--- src/rtl/core/rmth_pkg.sv ---
// ----------------------------------------------------------------------------
// rmth_pkg
// Shared types and constants for the two-heap running median core.
// ----------------------------------------------------------------------------
`default_nettype none

package rmth_pkg;

  localparam int unsigned SAMPLE_W = 32;
  localparam int unsigned MEDIAN_W = 33;
  localparam int unsigned COUNT_W  = 11;

  typedef enum logic {
    HEAP_LOWER,  // max-heap
    HEAP_UPPER   // min-heap
  } heap_e;

  typedef enum logic [1:0] {
    VAL_SAMPLE,
    VAL_LO_TOP,
    VAL_UP_TOP
  } val_sel_e;

  typedef enum logic [3:0] {
    OP_NONE,
    OP_LOAD,
    OP_PUSH_INIT,
    OP_UP_READ,
    OP_UP_MOVE,
    OP_UP_FINAL,
    OP_DN_INIT,
    OP_DN_READ,
    OP_DN_MOVE,
    OP_DN_FINAL,
    OP_RESULT
  } op_e;

  typedef enum logic [3:0] {
    S_IDLE,
    S_DECIDE,
    S_UP_CHK,
    S_UP_CMP,
    S_DN_START,
    S_DN_CHK,
    S_DN_CMP,
    S_RESULT,
    S_OUT
  } state_e;

  typedef struct packed {
    op_e      op;
    heap_e    heap;
    val_sel_e vsel;
    logic     rejected;
  } dp_cmd_t;

  typedef struct packed {
    logic full;
    logic upper_empty;
    logic sizes_equal;
    logic below_lo_top;
    logic above_up_top;
    logic at_root;
    logic up_move;
    logic dn_leaf;
    logic dn_move;
  } dp_status_t;

  // true when a belongs above b
  function automatic logic heap_before(input logic is_max,
                                       input logic signed [SAMPLE_W-1:0] a,
                                       input logic signed [SAMPLE_W-1:0] b);
    return is_max ? (a > b) : (a < b);
  endfunction

endpackage

`default_nettype wire

--- src/rtl/core/rmth_ctrl.sv ---
// ----------------------------------------------------------------------------
// rmth_ctrl
// Sequencer: picks the insert case, walks sift-up and sift-down, hands out.
// ----------------------------------------------------------------------------
`default_nettype none

module rmth_ctrl
  import rmth_pkg::*;
(
  input  wire        clk_i,
  input  wire        rst_ni,
  input  wire        in_valid_i,
  output logic       in_ready_o,
  output logic       out_valid_o,
  input  wire        out_ready_i,
  input  dp_status_t status_i,
  output dp_cmd_t    cmd_o
);

  state_e state_q, state_d;
  logic   pend_q, pend_d, rej_q, rej_d;
  heap_e  repl_q, repl_d;

  always_ff @(posedge clk_i or negedge rst_ni) begin
    if (!rst_ni) begin
      state_q <= S_IDLE;
      pend_q  <= 1'b0;
      rej_q   <= 1'b0;
      repl_q  <= HEAP_LOWER;
    end else begin
      state_q <= state_d;
      pend_q  <= pend_d;
      rej_q   <= rej_d;
      repl_q  <= repl_d;
    end
  end

  always_comb begin
    state_d       = state_q;
    pend_d        = pend_q;
    rej_d         = rej_q;
    repl_d        = repl_q;
    cmd_o.op      = OP_NONE;
    cmd_o.heap    = HEAP_UPPER;
    cmd_o.vsel    = VAL_SAMPLE;
    cmd_o.rejected = rej_q;
    in_ready_o    = 1'b0;
    out_valid_o   = 1'b0;
    unique case (state_q)
      S_IDLE: begin
        in_ready_o = 1'b1;
        if (in_valid_i) begin
          cmd_o.op = OP_LOAD;
          rej_d    = 1'b0;
          pend_d   = 1'b0;
          state_d  = S_DECIDE;
        end
      end
      S_DECIDE: begin
        if (status_i.full) begin
          rej_d   = 1'b1;
          state_d = S_RESULT;
        end else begin
          cmd_o.op = OP_PUSH_INIT;
          state_d  = S_UP_CHK;
          if (status_i.upper_empty) begin
            cmd_o.heap = HEAP_UPPER;
          end else if (status_i.sizes_equal) begin
            cmd_o.heap = HEAP_UPPER;
            if (status_i.below_lo_top) begin
              cmd_o.vsel = VAL_LO_TOP;
              pend_d     = 1'b1;
              repl_d     = HEAP_LOWER;
            end
          end else begin
            cmd_o.heap = HEAP_LOWER;
            if (status_i.above_up_top) begin
              cmd_o.vsel = VAL_UP_TOP;
              pend_d     = 1'b1;
              repl_d     = HEAP_UPPER;
            end
          end
        end
      end
      S_UP_CHK: begin
        if (status_i.at_root) begin
          cmd_o.op = OP_UP_FINAL;
          state_d  = pend_q ? S_DN_START : S_RESULT;
        end else begin
          cmd_o.op = OP_UP_READ;
          state_d  = S_UP_CMP;
        end
      end
      S_UP_CMP: begin
        if (status_i.up_move) begin
          cmd_o.op = OP_UP_MOVE;
          state_d  = S_UP_CHK;
        end else begin
          cmd_o.op = OP_UP_FINAL;
          state_d  = pend_q ? S_DN_START : S_RESULT;
        end
      end
      S_DN_START: begin
        cmd_o.op   = OP_DN_INIT;
        cmd_o.heap = repl_q;
        pend_d     = 1'b0;
        state_d    = S_DN_CHK;
      end
      S_DN_CHK: begin
        if (status_i.dn_leaf) begin
          cmd_o.op = OP_DN_FINAL;
          state_d  = S_RESULT;
        end else begin
          cmd_o.op = OP_DN_READ;
          state_d  = S_DN_CMP;
        end
      end
      S_DN_CMP: begin
        if (status_i.dn_move) begin
          cmd_o.op = OP_DN_MOVE;
          state_d  = S_DN_CHK;
        end else begin
          cmd_o.op = OP_DN_FINAL;
          state_d  = S_RESULT;
        end
      end
      S_RESULT: begin
        cmd_o.op = OP_RESULT;
        state_d  = S_OUT;
      end
      S_OUT: begin
        out_valid_o = 1'b1;
        if (out_ready_i) state_d = S_IDLE;
      end
      default: state_d = S_IDLE;
    endcase
  end

endmodule

`default_nettype wire

--- config.mk ---
export PLATFORM = sky130hd
export DESIGN_NAME = rmth_ctrl
export DESIGN_NICKNAME = d
export VERILOG_FILES = /design/src/rtl/core/rmth_pkg.sv /design/src/rtl/core/rmth_ctrl.sv
export SDC_FILE = /design/constraint.sdc
export NUM_CORES = 1
export LEC_CHECK = 0
export ABC_CLOCK_PERIOD_IN_PS = 1590
export BUFFER_PORTS_ARGS = -buffer_cell sky130_fd_sc_hd__clkbuf_2
export CAP_MARGIN = 20
export CORE_AREA = 8 8 45 47
export CTS_BUF_LIST = sky130_fd_sc_hd__clkbuf_4 sky130_fd_sc_hd__clkbuf_8 sky130_fd_sc_hd__clkbuf_16
export CTS_CLUSTER_SIZE = 40
export DETAILED_ROUTE_END_ITERATION = 12
export DIE_AREA = 0 0 53 55
export PLACE_DENSITY = 0.83
export SETUP_SLACK_MARGIN = 0.15
export SLEW_MARGIN = 20
export SYNTH_ARGS = -nofsm -noshare
export SYNTH_HDL_FRONTEND = slang
export SYNTH_SLANG_ARGS = --single-unit
--- constraint.sdc ---
create_clock -name clk_i -period 1.59 [get_ports clk_i]
set_input_delay 0.318 -clock clk_i [delete_from_list [all_inputs] [get_ports clk_i]]
set_output_delay 0.318 -clock clk_i [all_outputs]
set_load 0.005 [all_outputs]
==> metrics.md <==
| Metric | Value |
|---|---|
| DR vias | `782` |
| Core ar. | `1380 sq um` |
| Final nets | `130` |
| DR vias/cell | `just under 6` |
| TritonCTS Sinks | `7` |
| Max incr delay on CP | `0.43 ns` |
| First-pass GRT wire length | `3290 um` |
| Critical path type | `reg2out` |
| Kind of cell adding the most delay to the critical path | `buffers and inverters` |
| # fillers | `82` |
| Chip width | `53 um` |
| Synth Flop Type | `dfrtp_1` |
| CTS root buf | `clkbuf_4` |
| DIE HEIGHT | `55 um` |
| Post-Synthesis Cells | `74` |
| P&R area growth vs syn | `74.4%` |
| IO buf count | `22` |
| Syn_area_per_cell | `~8 sq um` |
| Max cap viols | `0` |
| Hpwl dp | `1310 um` |
| Yosys cell types | `33` |
| Startpoint types | `register` |
| Final GP Congestion | `0.868` |
| Max-slew violation count | `0` |
| Latest clock arrival within the worst-skew pair | `0.24 ns` |
| Synth Register Bits | `7` |
| Die area | `just under 3000 sq um` |
| CTS tree | `built` |
| Most frequent cell after synthesis | `nand2_1` |
| Sequential share of power | `19.5%` |
| Layout cell share with drive strength beyond 1 | `a little over 60%` |
| Violated checks | `setup timing` |
| Vias in the first global route | `759` |
| Critical path peak fanout | `5` |
| Drt drc | `0` |
| Synth Warn # | `0` |
| Multi-input logic area | `490 sq um` |
| Remaining antenna violation count | `0` |
| Async S/R FF share, synth | `100%` |
| Status | `finished, violations left` |
| Synth Cell Area | `592 sq um` |
| Initial antenna violation count | `0` |
| Clock power frac | `8.2%` |
| Fmax achieved | `576 MHz` |
| ANT cells | `0` |
| Combinational share of power | `around 72%` |
| Min Hold Slack | `0.389 ns` |
| FP Rows | `14` |
| Top cells by area, synth | `dfrtp_1 (30%), a21oi_1 (5.1%), nand2_1 (5.1%), nor3b_1 (5.1%), o21ai_0 (4.2%)` |
| CP Buf/Inv Count | `4` |
| Fin crit period | `1.74 ns` |
| Synth top cells by count | `nand2_1 (8), dfrtp_1 (7), a21oi_1 (6), nor2_1 (6), o21ai_0 (5)` |
| Critical Path AT | `between 1 and 1.5 ns` |
| Register area share after synthesis | `29.6%` |
| Pwr Density | `1980 nW/um^2` |
| Final wirelength | `2180 um` |
| Slew @ Worst Pin | `0.260 ns` |
| Crit path cell chain | `buf_4 > buf_6 > nor4b_4 > buf_4 > clkbuf_2` |
| Slowest library cell on the worst path | `dfrtp_2` |
| Yosys top cell area share | `29.6%` |
| H-tree depth | `1` |
| Cell repeated most along the worst path | `buf_4` |
| Routed len/inst | `between 15 and 20 um` |
| Endpoints failing setup | `9` |
| Cts bufs inserted | `3` |
| Unrepaired setup endpoints after global routing | `true` |
| Number of synthesized flops with an enable pin | `0` |
| Clk buf depth | `2` |
| Gr usage total | `14.9%` |
| GRT overflow | `0` |
| Yosys top cell by area | `dfrtp_1` |
| Final WS setup | `-0.147 ns` |
| Initial Utilization | `a little over two fifths` |
| Detailed Route Iter0 Violations | `17` |
| Dpl ws | `0.0315 ns` |
| Period utilization | `109%` |
| Hold/Removal Path Class | `in2reg` |
| TritonRoute pass-1 iters | `4` |
| Num ports | `23` |
| Crit end category | `output port` |
| Net Count, Synth | `between 80 and 90` |
| FF/Latch Area | `180 sq um` |
| Net switching power | `875 uW` |
| Static Leak | `0.462 nW` |
| Slew margin rel. | `between 80% and 90%` |
| Max IR drop VDD | `0.00101 V` |
| Reg clk slew, reported paths | `0.05 ns` |
| Final Hold Fails | `0` |
| Pin count of the biggest net entering global routing | `11` |
| Switching Fraction | `42.9%` |
| Worst clock skew | `0.000943 ns` |
| P_int | `1.17 mW` |
| Req. time, crit path | `1.27 ns` |
cell type report:
class | instances | share of cell area, %
Timing Repair Buffer | 45 | 29.8
Multi-Input combinational cell | 59 | 47.5
Sequential cell | 7 | 17.5
Tap cell | 16 | 1.94
Clock buffer | 4 | 2.91
Inverter | 1 | 0.364
worst reg2reg max path: stages (launching register included):
cell	delay, ns
dfrtp_2	0.45
buf_6	0.13
or2_4	0.26
or4_4	0.48
a221oi_2	0.26
layer usage:
metal / vias to the layer above / share of wire [%] / track usage [%]
met1: 373 / 39 / 15.3
met4: 0 / 4.2 / 10.8
met3: 13 / 7.9 / 3.21
li1: 358 / - / -
met5: - / 0 / 0
met2: 38 / 49 / 26.6
per-stage QoR:
stage	power, mW	util (%)	cell area (sq um)	TNS [ns]	cells
floorplan	0.996	-	611	0	74
global placement	1.29	55.2	764	0	114
detailed placement	1.31	55.2	764	0	114
CTS	1.83	69.6	963	-0.785	128
global route	2.19	74.6	1030	-1.61	132
finish	2.04	74.6	1030	-0.981	132
cells in the final DEF (no fill, tap or decap), drive strengths merged, types with 2 or more instances in the layout:
cell / synthesis / routed
dfrtp: 7 / 7
nand2: 8 / 8
nor4: 2 / 2
a21oi: 6 / 6
nor2b: 3 / 3
and4b: 2 / 2
o21ai: 5 / 5
buf: 3 / 23
nand2b: 3 / 3
a2bb2oi: 2 / 2
nor3b: 4 / 4
nor2: 6 / 6
a221oi: 2 / 2
clkbuf: 4 / 25
nor3: 2 / 2
power by group through the flow:
stage          sequential, mW  combinational, mW  clock (mW)
6_report                0.398               1.47       0.167
5_1_grt                 0.407               1.59       0.192
4_1_cts                 0.386               1.26       0.178
3_5_place_dp            0.374              0.937           0
3_3_place_gp            0.367              0.918           0
2_1_floorplan           0.303              0.694           0
what timing repair did:
action | 4_1_cts | 5_1_grt
pin swaps | 8 | 2
hold buffers | 1 | 0
setup endpoints to repair | 10 | 12
cloned | 0 | 0
hold endpoints to repair | 7 | 0
buffers inserted | 9 | 4
resized for setup | 19 | 12
registers in the layout (all words and copies together), names as in the netlist:
signal   count
rej_q        1
repl_q       1
state_q      4
pend_q       1
logic make-up after synthesis:
logic type	after synthesis	share of synthesized area, %
compound gates	23	27.1
buf+inv	8	5.92
flops	7	29.6
mux	2	3.59
simple gates	34	33.8
path summary, 6_finish.rpt:
kind / slack (ns) / cells after the start / startpoint / to
worst max-delay path: -0.15 / 5 / state_q[1] / out_valid_o
worst min-delay path: 0.39 / 3 / out_ready_i / state_q[3]
worst max register to register: -0.09 / 4 / state_q[3] / state_q[0]
worst min register to register: 0.51 / 1 / repl_q / repl_q
max in group asynchronous: 0.99 / 2 / rst_ni / state_q[0]
min in group asynchronous: 0.43 / 2 / rst_ni / state_q[1]
(Power assumes the default switching activity.)
